## src/hw/rtl/hlfe_pkg.sv

```systemverilog
package hlfe_pkg;

  localparam int LANDMARK_COUNT = 21;
  localparam int NUM_ANGLES     = 15;
  localparam int NUM_FEATURES   = 30;
  localparam int QUEUE_DEPTH    = 4;
  localparam int CORDIC_STEPS   = 16;
  localparam int HALF_PI_Q16    = 102944;
  localparam int PI_Q16         = 205887;
  localparam int PI_Q14         = 51472;
  localparam int FEAT_MAX       = 65535;

  typedef logic [4:0] lm_idx_t;

  localparam lm_idx_t LM_LAST       = lm_idx_t'(LANDMARK_COUNT - 1);
  localparam lm_idx_t LAST_FEATURE  = lm_idx_t'(NUM_FEATURES - 1);
  localparam lm_idx_t FIRST_DIST    = lm_idx_t'(NUM_ANGLES);
  localparam lm_idx_t WRIST         = 5'd0;
  localparam lm_idx_t MID_KNUCKLE   = 5'd9;

  // queue command: landmark load or feature job
  typedef struct packed {
    logic    is_job;
    lm_idx_t idx;
  } cmd_t;

  // joint triplets (outer, joint, inner)
  localparam lm_idx_t ANG_P [NUM_ANGLES] = '{
    5'd0, 5'd1, 5'd2, 5'd0, 5'd5, 5'd6, 5'd0, 5'd9, 5'd10,
    5'd0, 5'd13, 5'd14, 5'd0, 5'd17, 5'd18};
  localparam lm_idx_t ANG_J [NUM_ANGLES] = '{
    5'd1, 5'd2, 5'd3, 5'd5, 5'd6, 5'd7, 5'd9, 5'd10, 5'd11,
    5'd13, 5'd14, 5'd15, 5'd17, 5'd18, 5'd19};
  localparam lm_idx_t ANG_C [NUM_ANGLES] = '{
    5'd2, 5'd3, 5'd4, 5'd6, 5'd7, 5'd8, 5'd10, 5'd11, 5'd12,
    5'd14, 5'd15, 5'd16, 5'd18, 5'd19, 5'd20};

  // distance pairs
  localparam lm_idx_t DIST_A [NUM_ANGLES] = '{
    5'd4, 5'd4, 5'd4, 5'd4, 5'd8, 5'd8, 5'd8, 5'd12, 5'd12, 5'd16,
    5'd0, 5'd0, 5'd0, 5'd0, 5'd0};
  localparam lm_idx_t DIST_B [NUM_ANGLES] = '{
    5'd8, 5'd12, 5'd16, 5'd20, 5'd12, 5'd16, 5'd20, 5'd16, 5'd20, 5'd20,
    5'd4, 5'd8, 5'd12, 5'd16, 5'd20};

  localparam logic [16:0] ATAN_Q16 [CORDIC_STEPS] = '{
    17'd51472, 17'd30386, 17'd16055, 17'd8150, 17'd4091, 17'd2047,
    17'd1024, 17'd512, 17'd256, 17'd128, 17'd64, 17'd32, 17'd16,
    17'd8, 17'd4, 17'd2};

endpackage

```

## src/hw/rtl/hlfe_front.sv

```systemverilog
module hlfe_front #(
  parameter int COORD_WIDTH = 16
) (
  input  logic                          clk,
  input  logic                          rst_n,
  input  logic                          in_valid,
  output logic                          in_ready,
  input  logic signed [COORD_WIDTH-1:0] in_coord_x,
  input  logic signed [COORD_WIDTH-1:0] in_coord_y,
  input  logic signed [COORD_WIDTH-1:0] in_coord_z,
  output logic                          push_valid,
  input  logic                          push_ready,
  output hlfe_pkg::cmd_t                push_cmd,
  output logic [3*COORD_WIDTH-1:0]      push_coords
);
  import hlfe_pkg::*;

  lm_idx_t cnt_r;
  lm_idx_t gen_idx_r;
  logic    gen_r;
  logic    accept;

  // landmark words are blocked while the job list of a hand is issued
  assign in_ready   = !gen_r && push_ready;
  assign accept     = in_valid && in_ready;
  assign push_valid = gen_r || in_valid;

  assign push_cmd.is_job = gen_r;
  assign push_cmd.idx    = gen_r ? gen_idx_r : cnt_r;
  assign push_coords     = gen_r ? '0 : {in_coord_z, in_coord_y, in_coord_x};

  always_ff @(posedge clk) begin
    if (!rst_n) begin
      cnt_r     <= '0;
      gen_r     <= 1'b0;
      gen_idx_r <= '0;
    end else begin
      if (accept) begin
        if (cnt_r == LM_LAST) begin
          cnt_r     <= '0;
          gen_r     <= 1'b1;
          gen_idx_r <= '0;
        end else begin
          cnt_r <= cnt_r + 5'd1;
        end
      end
      if (gen_r && push_ready) begin
        if (gen_idx_r == LAST_FEATURE) begin
          gen_r <= 1'b0;
        end else begin
          gen_idx_r <= gen_idx_r + 5'd1;
        end
      end
    end
  end

endmodule

```

## config.mk

```make
export PLATFORM = sky130hd
export DESIGN_NAME = hlfe_front
export DESIGN_NICKNAME = d
export VERILOG_FILES = /design/src/hw/rtl/hlfe_pkg.sv /design/src/hw/rtl/hlfe_front.sv
export SDC_FILE = /design/constraint.sdc
export NUM_CORES = 1
export LEC_CHECK = 0
export CORE_MARGIN = 2
export CORE_UTILIZATION = 40
export DETAILED_ROUTE_END_ITERATION = 10
export DONT_BUFFER_PORTS = 1
export PLACE_DENSITY_LB_ADDON = 0.12
export SETUP_SLACK_MARGIN = 0.4
export SYNTH_ARGS = -nofsm -noshare
export SYNTH_HDL_FRONTEND = slang
export SYNTH_SLANG_ARGS = --single-unit
```

## constraint.sdc

```tcl
create_clock -name clk -period 1.5 [get_ports clk]
set_input_delay 0.075 -clock clk [delete_from_list [all_inputs] [get_ports clk]]
set_output_delay 0.075 -clock clk [all_outputs]
set_load 0.05 [all_outputs]
```

Yosys cells after proc, flatten, opt, wreduce, memory -nomap -nowiden
Index checks and enable logic that the tools add are counted.

storage, ports and cells
  flip-flop bits (word level) = 11
  logic and storage cells = 23

operators by class
  equality and inequality tests = 2
  add/sub/neg operators = 2
  reductions and logical operators = 5
  muxes and demuxes = 11

operators with widths
  operator                                      number
  two-way mux 48 bit                            1
  two-way mux 5 bit                             6
  adder 5 x 1 -> 5 bit (second input constant)  2
  == test 5 bit (second input constant)         2
  two-way mux 1 bit                             4
  logical AND 1 bit                             3
  zero test 1 bit                               1
  logical OR 1 bit                              1

Longest topological paths before layout
  depth after elaboration = 6
  depth in mapped cells = 5
  gate-level depth less buffers = 5

Worst setup path before layout
OpenSTA, ideal clock, no wires.

  path type = flip-flop to output port
  start = register gen_r
  end = output push_cmd[0] (netlist name)
  data required time = 1.425 ns
  cell stages (with the launch flop) = 4
  setup slack = -0.284 ns
  data arrival time = 1.709 ns
  path buffers = 2
  cell sequence = dfxtp_1 buf_6 clkbuf_1 o21ai_0

RTL lines
  element                   line              text
  start: declaration        hlfe_front.sv:20  logic gen_r;
  start signal: assignment  hlfe_front.sv:35  gen_r <= 1'b0;
  start signal: assignment  hlfe_front.sv:41  gen_r <= 1'b1;
  start signal: assignment  hlfe_front.sv:49  gen_r <= 1'b0;
  end: declaration          hlfe_front.sv:13  output hlfe_pkg::cmd_t push_cmd,

Final worst setup path
  start = register gen_r
  end = register cnt_r[4]

on the way
  word-level cells in the longest chain between the ends = 3

RTL lines
  element                 line              text
  zero test 1 bit         hlfe_front.sv:24  assign in_ready = !gen_r && push_ready;
  logical AND 1 bit       hlfe_front.sv:24
  logical AND 1 bit       hlfe_front.sv:25  assign accept = in_valid && in_ready;
  end signal: assignment  hlfe_front.sv:44  cnt_r <= cnt_r + 5'd1;
  end: declaration        hlfe_front.sv:18  lm_idx_t cnt_r;

No other way between the ends.
A chain may end at the register's enable or synchronous reset.

==> metrics.md <==
| Metric | Value |
|---|---|
| Num ports | 108 |
| WP data arrival | 1.64 ns |
| CP Cell Sequence | buf_12 -> nand4b_4 -> or3_1 -> a21oi_1 |
| Area of the multi-input gates | 1160 um2 |
| CP Max Fanout | 8 |
| Setup_tns | 0 ns |
| Non-Filler Cell Area, Final | 1880 um2 |
| DRT iter0 DRCs | 20 |
| Num rows | 17 |
| Mapped Area | 985 um2 |
| Area of the die | 2870 um2 |
| Drt via density | 6.02 |
| Slew Limit Fails | 0 |
| Relative slew margins | 76.0% |
| WP data required | 1.71 ns |
| Largest net degree at the start of global routing | 14 |
| Mapped Nets | 184 |
| Most common cell after layout, fill and taps aside | nor2b_4 |
| Max rail drop VDD | 415 uV |
| Post-Place Cell Area | 1470 um2 |
| Most frequent cells in the layout | 45 x nor2b_4, 8 x buf_6, 7 x buf_12, 7 x buf_4, 6 x dfxtp_1 |
| DR WL met2 | 2.26 mm |
| Max-cap violations | 0 |
| Metal-1 WL | 1.40 mm |
| Worst setup EP type | flop |
| Synth Register Bits | 11 |
| Worst skew pair latency | 0.28 ns |
| Core area | 2280 um2 |
| Top cells by area, synth | nor2b_1 31%, dfxtp_1 22%, ha_1 5.1% |
| Sequential power share | 30.0% |
| Met3 WL post-DR | 272 um |
| GP Congestion | 0.804 |
| Fmax | 0.702 GHz |
| Initial antenna violation count | 0 |
| Sw Share | 44.7% |
| Vias in the first global route | 1010 |
| Worst hold path class | in2reg |
| Global route total overflow | 0 |
| First-pass GRT wire length | 4.69 mm |
| Status | completed |
| DP Wirelength | 2.22 mm |
| Register area | 229 um2 |
| Clock Root Buffer | clkbuf_4 |
| Top layer in use | met4 |
| Total power | 0.988 mW |
| Area leader, netlist | nor2b_1 |
| Cells after Synth | 128 |
| Vias | 1083 |
| Tcrit/Tclk final | 94.9% |
| RSZ-0062 raised after global routing | yes |
| Power density over the cells | 524 nW/um2 |
| Leak Pwr | 0.883 nW |
| Power share of the clock group | 21.8% |
| Post-route DRC violation count | 0 |
| Syn Area/Cell | 7.69 um2 |
| Nets | 209 |
| Die W | 53.6 um |
| CTS buffer count | 3 |
| Post-synth top area share | 31.1% |
| Count of cell types in the netlist | 32 |
| Hold Fails Final Rpt | 0 |
| Ys Warns | 0 |
| WL/cell | 22.6 um |
| Num Clock Sinks | 11 |
| Power Internal | 0.546 mW |
| Final ANT Viol Nets | 0 |
| Gate power share | 48.2% |
| Layout Utilization | 82.8% |
| Port bufs | 0 |
| Area Overhead vs Synth | 91.4% |
| Worst-margin pin slew | 0.359 ns |
| Diodes inserted | 0 |
| Starting Density | 43.3% |
| # fillers | 104 |
| Clock skew | 0.0182 ns |
| Setup violators final | 0 |
| Critical path's slowest cell | dfxtp_4 |
| Seq/Total Area, Yosys | 22.4% |
| Longest Clk Path Bufs | 2 |
| Clk slew on worst S/H paths | 0.09 ns |
| Layout cells sized above 1 | 70.4% |
| TritonRoute pass-1 iters | 4 |
| Tmin final | 1.42 ns |
| Startpoint Class | flop |
| H-Tree Depth | 1 |
| Total wire length | 4.06 mm |
| Hold Worst Slack | 0.0965 ns |
| Largest stage delay on the critical path | 0.41 ns |
| CTS tree | done |
| Critical path type | reg2reg |
| GRT Total Usage | 22.7% |
| Height of the chip | 53.6 um |
| Sw Pwr | 0.442 mW |
-- stage by stage --
step                      cells  setup WS [ns]
after floorplan             128          0.309
after global placement      158          0.254
after detailed placement    158          0.204
after CTS                   177          0.137
after global routing        180         0.0536
final                       180         0.0761
-- layout make-up --
class                      instances  area share (%)
tap                               28            1.86
timing repair buffer              28            22.0
clock buffer                       4            1.39
inverter                           6            1.20
multi-input combinational        103            61.4
sequential                        11            12.2
-- per-layer routing --
layer	global-route usage, %	vias up
met3	5.83	10
met1	25.2	525
li1	-	476
met5	0	-
met2	43.4	72
met4	4.27	0
-- state kept, by name (all words and copies together), names as in the netlist --
| register | cells |
|---|---|
| gen_idx_r | 5 |
| gen_r | 1 |
| cnt_r | 5 |
-- critical path, delay by kind of cell (launching register included) --
kind | cells | cell delay [ns]
flops | 1 | 0.41
buf+inv | 1 | 0.15
compound gates | 1 | 0.16
simple gates | 2 | 0.63
-- timing repair --
action | in CTS | in global routing
gates cloned | 3 | 1
hold buffers | 1 | 0
endpoints found under the hold margin | 10 | 0
setup buffers | 11 | 2
setup endpoints to repair | 67 | 67
resized for setup | 17 | 11
pin swaps | 7 | 3
-- cells in the mapped netlist (all sizes together) --
master / number
nor2: 4
o211ai: 1
a21oi: 2
or2: 1
and3: 1
xor2: 1
ha: 4
nand4: 3
o21ai: 5
nand2b: 1
clkbuf: 5
o22ai: 1
and2: 1
nand3b: 3
o221a: 1
mux2i: 2
dfxtp: 11
nor2b: 49
nand3: 3
xnor2: 1
o221ai: 3
or3: 3
inv: 6
nand2: 6
mux2: 3
nand4b: 2
and4: 1
a31oi: 1
buf: 3
-- power by group through the flow --
stage / clock [mW] / combinational (mW) / sequential [mW]
6_report: 0.215 / 0.476 / 0.297
5_1_grt: 0.234 / 0.489 / 0.297
4_1_cts: 0.209 / 0.464 / 0.296
3_5_place_dp: 0 / 0.435 / 0.305
3_3_place_gp: 0 / 0.434 / 0.304
2_1_floorplan: 0 / 0.406 / 0.306
-- logic make-up (layout without fill, tap and decap cells) --
| family | count (synthesis) | count (layout) | synth area share (%) |
|---|---|---|---|
| AND/OR/NAND/NOR | 78 | 78 | 49.3 |
| AO/OA/AOI/OAI | 14 | 14 | 9.40 |
| buffers and inverters | 14 | 38 | 6.61 |
| flip-flops | 11 | 11 | 22.4 |
| multiplexers | 5 | 5 | 5.46 |
| adder cells (fa/ha/maj) | 4 | 4 | 5.08 |
| XOR/XNOR | 2 | 2 | 1.78 |
-- worst paths after layout --
check             depth (start not counted)  slack, ns                 endpoint                     from
hold / removal                            2        0.1         gen_r$_SDFF_PN0_               push_ready
setup reg to reg                          4       0.08    cnt_r[4]$_SDFFE_PN0N_         gen_r$_SDFF_PN0_
hold reg to reg                           1       0.54  gen_idx_r[0]$_SDFF_PN0_  gen_idx_r[0]$_SDFF_PN0_
setup / recovery                          4       0.08    cnt_r[4]$_SDFFE_PN0N_         gen_r$_SDFF_PN0_
Note: power is estimated with default switching activity, not from simulation.
