## src/hw/rtl/hlfe_pkg.sv

```systemverilog
package hlfe_pkg;

  localparam int LANDMARK_COUNT = 21;
  localparam int NUM_ANGLES     = 15;
  localparam int NUM_FEATURES   = 30;
  localparam int QUEUE_DEPTH    = 4;
  localparam int CORDIC_STEPS   = 16;
  localparam int HALF_PI_Q16    = 102944;
  localparam int PI_Q16         = 205887;
  localparam int PI_Q14         = 51472;
  localparam int FEAT_MAX       = 65535;

  typedef logic [4:0] lm_idx_t;

  localparam lm_idx_t LM_LAST       = lm_idx_t'(LANDMARK_COUNT - 1);
  localparam lm_idx_t LAST_FEATURE  = lm_idx_t'(NUM_FEATURES - 1);
  localparam lm_idx_t FIRST_DIST    = lm_idx_t'(NUM_ANGLES);
  localparam lm_idx_t WRIST         = 5'd0;
  localparam lm_idx_t MID_KNUCKLE   = 5'd9;

  // queue command: landmark load or feature job
  typedef struct packed {
    logic    is_job;
    lm_idx_t idx;
  } cmd_t;

  // joint triplets (outer, joint, inner)
  localparam lm_idx_t ANG_P [NUM_ANGLES] = '{
    5'd0, 5'd1, 5'd2, 5'd0, 5'd5, 5'd6, 5'd0, 5'd9, 5'd10,
    5'd0, 5'd13, 5'd14, 5'd0, 5'd17, 5'd18};
  localparam lm_idx_t ANG_J [NUM_ANGLES] = '{
    5'd1, 5'd2, 5'd3, 5'd5, 5'd6, 5'd7, 5'd9, 5'd10, 5'd11,
    5'd13, 5'd14, 5'd15, 5'd17, 5'd18, 5'd19};
  localparam lm_idx_t ANG_C [NUM_ANGLES] = '{
    5'd2, 5'd3, 5'd4, 5'd6, 5'd7, 5'd8, 5'd10, 5'd11, 5'd12,
    5'd14, 5'd15, 5'd16, 5'd18, 5'd19, 5'd20};

  // distance pairs
  localparam lm_idx_t DIST_A [NUM_ANGLES] = '{
    5'd4, 5'd4, 5'd4, 5'd4, 5'd8, 5'd8, 5'd8, 5'd12, 5'd12, 5'd16,
    5'd0, 5'd0, 5'd0, 5'd0, 5'd0};
  localparam lm_idx_t DIST_B [NUM_ANGLES] = '{
    5'd8, 5'd12, 5'd16, 5'd20, 5'd12, 5'd16, 5'd20, 5'd16, 5'd20, 5'd20,
    5'd4, 5'd8, 5'd12, 5'd16, 5'd20};

  localparam logic [16:0] ATAN_Q16 [CORDIC_STEPS] = '{
    17'd51472, 17'd30386, 17'd16055, 17'd8150, 17'd4091, 17'd2047,
    17'd1024, 17'd512, 17'd256, 17'd128, 17'd64, 17'd32, 17'd16,
    17'd8, 17'd4, 17'd2};

endpackage

```

## src/hw/rtl/hlfe_queue.sv

```systemverilog
module hlfe_queue #(
  parameter int W = 54
) (
  input  logic         clk,
  input  logic         rst_n,
  input  logic         wr_valid,
  output logic         wr_ready,
  input  logic [W-1:0] wr_data,
  output logic         rd_valid,
  input  logic         rd_ready,
  output logic [W-1:0] rd_data
);
  import hlfe_pkg::*;

  localparam int PW = $clog2(QUEUE_DEPTH);

  logic [W-1:0] slot_r [QUEUE_DEPTH];
  logic [PW-1:0] wp_r, rp_r;
  logic [PW:0]   cnt_r;
  logic          push, pop;

  assign wr_ready = cnt_r != (PW+1)'(QUEUE_DEPTH);
  assign rd_valid = cnt_r != '0;
  assign rd_data  = slot_r[rp_r];
  assign push     = wr_valid && wr_ready;
  assign pop      = rd_valid && rd_ready;

  always_ff @(posedge clk) begin
    if (push) begin
      slot_r[wp_r] <= wr_data;
    end
  end

  always_ff @(posedge clk) begin
    if (!rst_n) begin
      wp_r  <= '0;
      rp_r  <= '0;
      cnt_r <= '0;
    end else begin
      if (push) wp_r <= wp_r + PW'(1);
      if (pop)  rp_r <= rp_r + PW'(1);
      case ({push, pop})
        2'b10:   cnt_r <= cnt_r + (PW+1)'(1);
        2'b01:   cnt_r <= cnt_r - (PW+1)'(1);
        default: cnt_r <= cnt_r;
      endcase
    end
  end

endmodule

```

## config.mk

```make
export PLATFORM = sky130hd
export DESIGN_NAME = hlfe_queue
export DESIGN_NICKNAME = d
export VERILOG_FILES = /design/src/hw/rtl/hlfe_pkg.sv /design/src/hw/rtl/hlfe_queue.sv
export SDC_FILE = /design/constraint.sdc
export NUM_CORES = 1
export LEC_CHECK = 0
export BUFFER_PORTS_ARGS = -buffer_cell sky130_fd_sc_hd__buf_2
export CAP_MARGIN = 20
export CORE_AREA = 10 10 141 143
export DETAILED_ROUTE_END_ITERATION = 8
export DIE_AREA = 0 0 151 153
export PLACE_DENSITY = 0.78
export SYNTH_ARGS = -nofsm -noshare
export SYNTH_HDL_FRONTEND = slang
export SYNTH_SLANG_ARGS = --single-unit
```

## constraint.sdc

```tcl
create_clock -name clk -period 3 [get_ports clk]
set_input_delay 0.15 -clock clk [delete_from_list [all_inputs] [get_ports clk]]
set_output_delay 0.15 -clock clk [all_outputs]
set_load 0.02 [all_outputs]
```

---- Yosys cells after proc, flatten, opt, wreduce, memory -nomap -nowiden ----
Memory sizes are Yosys's and may differ from the RTL's. A register that Yosys moved wholly into a read port is not among the register bits.
Cells that the tools add are included.
operators by class
  eq/ne operators ......................... 3
  reductions and logical operators ........ 4
  $add $sub $neg .......................... 4
  multiplexer cells ....................... 5
operators with widths
  cell                 count
  $pmux 3 s2           1
  $add 2x1->2 const B  2
  $mux 2               2
  $add 3x1->3 const B  1
  $ne 3x3->1 const B   1
  $reduce_bool 3->1    1
  $sub 3x1->3 const B  1
  $eq 2x1->1 const B   1
  $eq 2x2->1 const B   1
  $logic_and 1x1->1    2
  $mux 1               2
  $reduce_bool 2->1    1
storage, ports and cells
  register bits ........................... 7
  input port bits ......................... 58
  memories kept ........................... 1
  bits in writable memories ............... 216
memory list
  memory  words  bits a word  rd ports  clocked after Yosys merged registers in  wr ports  line              text
  slot_r  4      54           1         1                                        1         hlfe_queue.sv:17  logic [W-1:0] slot_r [QUEUE_DEPTH];

---- Depth between registers and ports, before layout ----
Gate-level depths: netlist of run 1.
  word-level depth ........................ 4
  mapped depth ............................ 9
  mapped depth without buffers ............ 9

---- Least setup slack after synthesis of run 1 ----
No wires, ideal clock.
  kind .................................... reg2reg
  start ................................... register cnt_r[0]
  end ..................................... memory slot_r[0][0] (enable)
  path slack .............................. 0.523 ns
  data arrival time ....................... 2.059 ns
  cell stages (with the launch flop) ...... 4
  setup time .............................. 0.417 ns
  cells stage by stage .................... dfxtp_1 > nor2_1 > a21boi_2 > and2_1
between the ends
  cells in the longest elaborated chain, start to end .. 4
RTL lines
  what                          line              text
  start, declared               hlfe_queue.sv:19  logic [PW:0] cnt_r;
  start signal, assigned        hlfe_queue.sv:43  2'b10: cnt_r <= cnt_r + (PW+1)'(1);
  start signal, assigned        hlfe_queue.sv:44  2'b01: cnt_r <= cnt_r - (PW+1)'(1);
  start signal, assigned        hlfe_queue.sv:45  default: cnt_r <= cnt_r;
  $ne 3x3->1                    hlfe_queue.sv:22  assign wr_ready = cnt_r != (PW+1)'(QUEUE_DEPTH);
  $logic_and 1x1->1             hlfe_queue.sv:25  assign push = wr_valid && wr_ready;
  $mux 1                        hlfe_queue.sv:29  if (push) begin
  $mux 1 (implied by the code)  hlfe_queue.sv:30  slot_r[wp_r] <= wr_data;
  end, declared                 hlfe_queue.sv:17
Every way passes these cells.

==> results of run 1 <==
## cell type report
| cell class | count | area [um2] |
|---|---|---|
| sequential | 225 | 6670 |
| tap | 225 | 282 |
| multi-input combinational | 90 | 1520 |
| clock buffer | 30 | 642 |
| inverter | 6 | 22.5 |
| fill | 1208 | 6600 |
| clock inverter | 11 | 81.3 |
| timing repair buffer | 177 | 1250 |
## per-layer routing
layer | share of wire | GRT usage | vias to the layer above
li1 | - | - | 1787
met5 | 0 | 0 | -
met3 | 0.067 | 0.0369 | 31
met1 | 0.41 | 0.176 | 2019
met4 | 0.018 | 0.0367 | 0
met2 | 0.51 | 0.236 | 115
## metrics by stage
step / hold slack, ns / util / setup slack, ns
detailed placement: 0.367 / 0.539 / 0.879
floorplan: 0.249 / - / 0.523
CTS: 0.105 / 0.613 / 0.650
global route: 0.131 / 0.613 / 0.581
global placement: 0.361 / 0.539 / 0.980
finish: 0.119 / 0.613 / 0.700
## cells by family after synthesis
family	count (synthesis)	share of synthesized area
adder cells (fa/ha/maj)	6	0.00990
XOR/XNOR	4	0.00420
buffers and inverters	19	0.0201
AO/OA/AOI/OAI	6	0.00555
multiplexers	56	0.150
AND/OR/NAND/NOR	18	0.0114
flip-flops	225	0.799
## critical path: cells and delay by family (launching register included)
family | cells | cell delay, ns
buffers and inverters | 2 | 0.50
flip-flops | 1 | 0.81
multiplexers | 1 | 0.34
## path summary, 6_finish.rpt
path / slack [ns] / from / endpoint
min reg2reg: 0.49 / wp_r[1] / wp_r[1]
max: 0.70 / flop / rd_data[26]
max reg2reg: 0.92 / cnt_r[1] / cnt_r[2]
min: 0.12 / wr_valid / wp_r[1]
## flip-flops by register name (all words and copies together), names as in the netlist, named ones only
signal	cells
slot_r	216
cnt_r	3
wp_r	2
rp_r	2
## cell usage in the layout, fill, tap and decap left out, types with 5 or more instances in the layout
cell type	count
edfxtp_1	216
buf_2	113
dlygate4sd3_1	55
mux4_2	50
clkbuf_16	23
dfxtp_1	7
inv_1	6
nand2_1	6
ha_1	5
clkinv_2	5
buf_12	5
## report_power, final
group / internal, mW / switching [mW] / leakage (nW) / total (mW)
clock network: 1.59 / 1.08 / 0.354 / 2.67
logic: 0.981 / 1.22 / 1.16 / 2.20
registers: 3.79 / 0.157 / 2.06 / 3.95
## timing repair
action | 4_1_cts | 5_1_grt
buffers inserted | 0 | 0
endpoints found under the hold margin | 225 | 0
gates resized for setup | 0 | 0
hold buffers | 55 | 0
==> metrics.md, run 1 <==
| Metric | Value |
|---|---|
| Status | `completed` |
| Avg WL per Cell | `21.0 um` |
| # clock sinks | `approximately 230` |
| Routed vias | `3952` |
| Total power | `8.83 mW` |
| Synth area leaders | `edfxtp_1, mux4_2, dfxtp_1` |
| Endpoints failing hold | `0` |
| Worst EP arrival | `2.15 ns` |
| Asr flop ratio synth | `0` |
| Period minus WS final | `approximately 2.3 ns` |
| Most frequent cell after synthesis | `edfxtp_1` |
| Clock Tree Buf Depth | `3` |
| Vias in the first global route | `~4.5k` |
| Static leakage | `between 3 and 4 nW` |
| Reg2Reg Depth | `9` |
| Crit-path max FO | `26` |
| Max-Cap Viols | `0` |
| Area Growth Syn to Fin | `25.4%` |
| GR Overflow Total | `0` |
| Clk_lat worst skew | `0.50 ns` |
| Final Skew | `around 0.011 ns` |
| Post-DRT Antenna Nets | `0` |
| Htree depth | `1` |
| DRC | `0` |
| Die X | `~150 um` |
| Avg Cell Area, Syn | `25.0 um2` |
| Largest net degree at the start of global routing | `55` |
| Root buf cell | `clkbuf_16` |
| Syn Std Cell Area | `roughly 0.0083 mm2` |
| CP Launch Type | `flop` |
| Dominant cell type by area after synthesis | `edfxtp_1` |
| Io pins | `114` |
| CP Capture Type | `output port` |
| Hpwl dp | `9770 um` |
| Rows | `48` |
| DR vias/cell | `5.17` |
| RSZ-0062 raised after global routing | `no` |
| ANT cells | `0` |
| Syn Inst Count | `between 300 and 400` |
| Count of pins over their slew limit | `0` |
| Final setup viols | `0` |
| Port Buf Inserts | `113` |
| TritonCTS Buffers | `23` |
| Worst slew pin tran | `0.747 ns` |
| Top-area cell type share of the netlist area | `0.777` |
| Fmax | `roughly 430 MHz` |
| Post-synth EDFFs | `between 200 and 250` |
| Core area | `0.0171 mm2` |
| Slowest cell on crit path | `dfxtp_2` |
| Layout Nets | `587` |
| Starting density of the core | `0.489` |
| Top cells by count, synth | `edfxtp_1, mux4_2, dfxtp_1` |
| Seq/Total Area, Yosys | `0.799` |
| Critical Path RT | `2.85 ns` |
| Final std cells w/o fill | `764` |
| GP Congestion | `0.703` |
| Detailed Route WL | `roughly 16000 um` |
| Synth Warn # | `0` |
| First-pass GRT wire length | `25400 um` |
| Power Dens Cells | `approximately 840 mW/mm2` |
| #FFs+latches synth | `225` |
| Drt first pass iters | `4` |
| Prevailing post-synth register cell | `edfxtp_1` |
| Setup CP Type | `flop to output port` |
| Die Y | `153 um` |
| Clk slew on worst S/H paths | `0.06 ns` |
| Area after DPL | `0.00919 mm2` |
| IR drop worst, VDD | `0.472 mV` |
| CP max stage delay | `between 0.8 and 0.9 ns` |
| Cell count after placement | `roughly 670` |
| Syn nets | `398` |
| Total GRT Usage | `0.140` |
| Initial antenna violation count | `0` |
| Die area | `0.0231 mm2` |
| Netlist cell types | `25` |
| CP cell instances | `buf_4, mux4_2, buf_2` |
| Finished Cell Area | `between 0.01 and 0.015 mm2` |
| TritonCTS clock tree | `built` |
| DRT iter0 DRCs | `263` |
| Slew HR | `0.502` |
| Final Cycle Share | `0.767` |
| HP Class | `input port to flop` |
| Worst Hold Depth | `3` |
| Layout cell share with drive strength beyond 1 | `0.397` |
| TNS Setup | `0 ns` |
Note: power is estimated with default switching activity, not from simulation.
==> inputs of run 2 (changes only) <==
--- a/config.mk
+++ b/config.mk
@@ -10,7 +10,7 @@
 export CORE_AREA = 10 10 141 143
 export DETAILED_ROUTE_END_ITERATION = 8
 export DIE_AREA = 0 0 151 153
-export PLACE_DENSITY = 0.78
+export PLACE_DENSITY = 0.8
 export SYNTH_ARGS = -nofsm -noshare
 export SYNTH_HDL_FRONTEND = slang
 export SYNTH_SLANG_ARGS = --single-unit
==> constraint.sdc (replaced) <==
create_clock -name clk -period 2.05 [get_ports clk]
set_input_delay 0.1025 -clock clk [delete_from_list [all_inputs] [get_ports clk]]
set_output_delay 0.1025 -clock clk [all_outputs]
set_load 0.02 [all_outputs]
==> run 2 against run 1 <==
Against the previous run:
- global-route usage shrank 0.42 points
- clock-buffer cell count shrank 4
- final area grew 0.95%
- register-to-register slack lost 0.77 ns
- sequential power grew 45%
- die area is the same
- setup slack lost 0.62 ns
- hold slack gained 0.018 ns
- sequential cell count is the same
- sequential share of layout area shrank 0.56 points
==> metrics.md, run 2 (synthesis gave the netlist of run 1 again) <==
| Metric | Value |
|---|---|
| Drt first pass iters | `4 (unchanged)` |
| Clk slew on worst S/H paths | `0.06 ns (about the same)` |
| Endpoints failing hold | `0 (unchanged)` |
| Max FFs per register | `216 (unchanged)` |
| Starting density of the core | `0.489 (unchanged)` |
| FF-to-FF Start | `cnt_r[1] (unchanged)` |
| First-pass GRT wire length | `24700 um (was 25400 um)` |
| Routed vias | `3948 (was 3952)` |
| Cell count after placement | `672 (was 668)` |
| Die X | `151 um (unchanged)` |
| Area Growth Syn to Fin | `26.5% (was 25.4%)` |
| Largest net degree at the start of global routing | `34 (was 55)` |
| IR drop worst, VDD | `0.761 mV (was 0.472 mV)` |
| Final Skew | `0.0120 ns (was 0.0110 ns)` |
| Layout Nets | `591 (was 587)` |
| Htree depth | `1 (unchanged)` |
| Port Buf Inserts | `113 (unchanged)` |
| Die area | `0.0231 mm2 (unchanged)` |
| TritonCTS clock tree | `built (unchanged)` |
| Hpwl dp | `9710 um (was 9770 um)` |
| Commonest non-fill, non-tap cell in the layout | `edfxtp_1 (unchanged)` |
| Total GRT Usage | `0.136 (was 0.140)` |
| ANT cells | `0 (unchanged)` |
| RSZ-0062 raised after global routing | `yes (was no)` |
| Power Dens Cells | `1220 mW/mm2 (was 844 mW/mm2)` |
| Count of pins over their slew limit | `0 (unchanged)` |
| Worst slew pin tran | `0.479 ns (was 0.747 ns)` |
| GP Congestion | `0.680 (was 0.703)` |
| Avg WL per Cell | `20.2 um (was 21.0 um)` |
| # clock sinks | `225 (unchanged)` |
| Post-DRT Antenna Nets | `0 (unchanged)` |
| Critical Path RT | `1.95 ns (was 2.85 ns)` |
| Vias in the first global route | `4531 (was 4525)` |
| Max-Cap Viols | `0 (unchanged)` |
| Final core utilization | `0.619 (was 0.613)` |
| Detailed Route WL | `15500 um (was 16000 um)` |
| Worst r2r dst | `cnt_r[2] (unchanged)` |
| Root buf cell | `clkbuf_16 (unchanged)` |
| Total power | `12.9 mW (was 8.83 mW)` |
| Static leakage | `3.60 nW (was 3.57 nW)` |
| Layout cell share with drive strength beyond 1 | `0.410 (was 0.397)` |
| Fmax | `around 510 MHz` |
| Initial antenna violation count | `0 (unchanged)` |
| Crit-path max FO | `21 (was 26)` |
| Largest regs | `slot_r (216), cnt_r (3) (unchanged)` |
| DRC | `0 (unchanged)` |
| DR vias/cell | `5.17 (about the same)` |
| Clk_lat worst skew | `0.49 ns (was 0.50 ns)` |
| Period minus WS final | `around 2.0 ns` |
| TritonCTS Buffers | `22 (was 23)` |
| Reg2reg setup slack | `0.15 ns (was 0.92 ns)` |
| Commonest non-fill, non-tap cells in the layout | `edfxtp_1, buf_2, dlygate4sd3_1 (unchanged)` |
| Slew HR | `0.681 (was 0.502)` |
| Final std cells w/o fill | `764 (unchanged)` |
| Final Cycle Share | `0.962` |
| Status | `completed (unchanged)` |
| Biggest register | `slot_r (unchanged)` |
| Reg2Reg Depth | `7 (was 9)` |
| Io pins | `114 (unchanged)` |
| CP Capture Type | `output port (unchanged)` |
| GR Overflow Total | `0 (unchanged)` |
| Setup crit end | `rd_data[2] (was rd_data[26])` |
| Setup CP Type | `flop to output port (unchanged)` |
| Clock Tree Buf Depth | `3 (unchanged)` |
| Final setup viols | `0 (unchanged)` |
| Die Y | `153 um (unchanged)` |
| Worst EP arrival | `1.87 ns (was 2.15 ns)` |
| Core area | `0.0171 mm2 (unchanged)` |
| DRT iter0 DRCs | `196 (was 263)` |
| HP Class | `input port to flop (unchanged)` |
| Rows | `48 (unchanged)` |
| Postcts setup bufs | `0 (unchanged)` |
| CP Launch Type | `flop (unchanged)` |
run 2: worst min path at each step:
stage / from / end / slack, ns / cells after the start
floorplan: wr_data[0] / slot_r[0][0] / 0.20 / 0
global placement: wr_data[43] / slot_r[2][43] / 0.31 / 1
detailed placement: wr_data[44] / slot_r[2][44] / 0.32 / 1
CTS: rd_ready / flop / 0.12 / 4
global route: rd_ready / flop / 0.14 / 4
finish: rd_ready / flop / 0.14 / 4
run 2: worst max-delay path, stage by stage (launching register included):
cell and delay, ns:
dfxtp_4 0.42, buf_12 0.22, mux4_2 0.57, buf_6 0.16
run 2: final cells by class:
| cell class | count | area (um2) |
|---|---|---|
| sequential | 225 | 6680 |
| fill | 1166 | 6500 |
| multi-input combinational | 90 | 1510 |
| timing repair buffer | 182 | 1410 |
| clock buffer | 26 | 587 |
| tap | 225 | 282 |
| clock inverter | 10 | 71.3 |
| inverter | 6 | 22.5 |
run 2: per-layer routing:
metal / vias to the layer above / track usage / wire length (um)
li1: 1783 / - / -
met1: 2013 / 0.176 / 6290
met2: 126 / 0.226 / 7860
met3: 26 / 0.0351 / 1090
met4: 0 / 0.0316 / 229
met5: - / 0 / 0
run 2: per-stage QoR:
stage	hold WS (ns)	worst slack, ns	setup TNS (ns)	cell area [um2]
3_3_place_gp	0.311	0.157	0	9280
5_1_grt	0.136	-0.0192	-0.0992	10600
2_1_floorplan	0.201	0.151	0	8350
6_report	0.137	0.0780	0	10600
3_5_place_dp	0.319	0.0103	0	9280
4_1_cts	0.124	0.000663	0	10500
run 2: what timing repair did:
action                                  4_1_cts  5_1_grt
endpoints found under the setup margin        6       13
pin swaps                                     0        2
gates cloned                                  1        0
hold buffers                                 55        0
gates resized for setup                       5       21
endpoints found under the hold margin       225        0
run 2: where the power goes:
part,total (mW),internal [mW],switching [mW]
Sequential,5.72,5.55,0.170
Clock,3.65,2.15,1.50
Combinational,3.56,1.65,1.91
Total,12.9,9.35,3.58
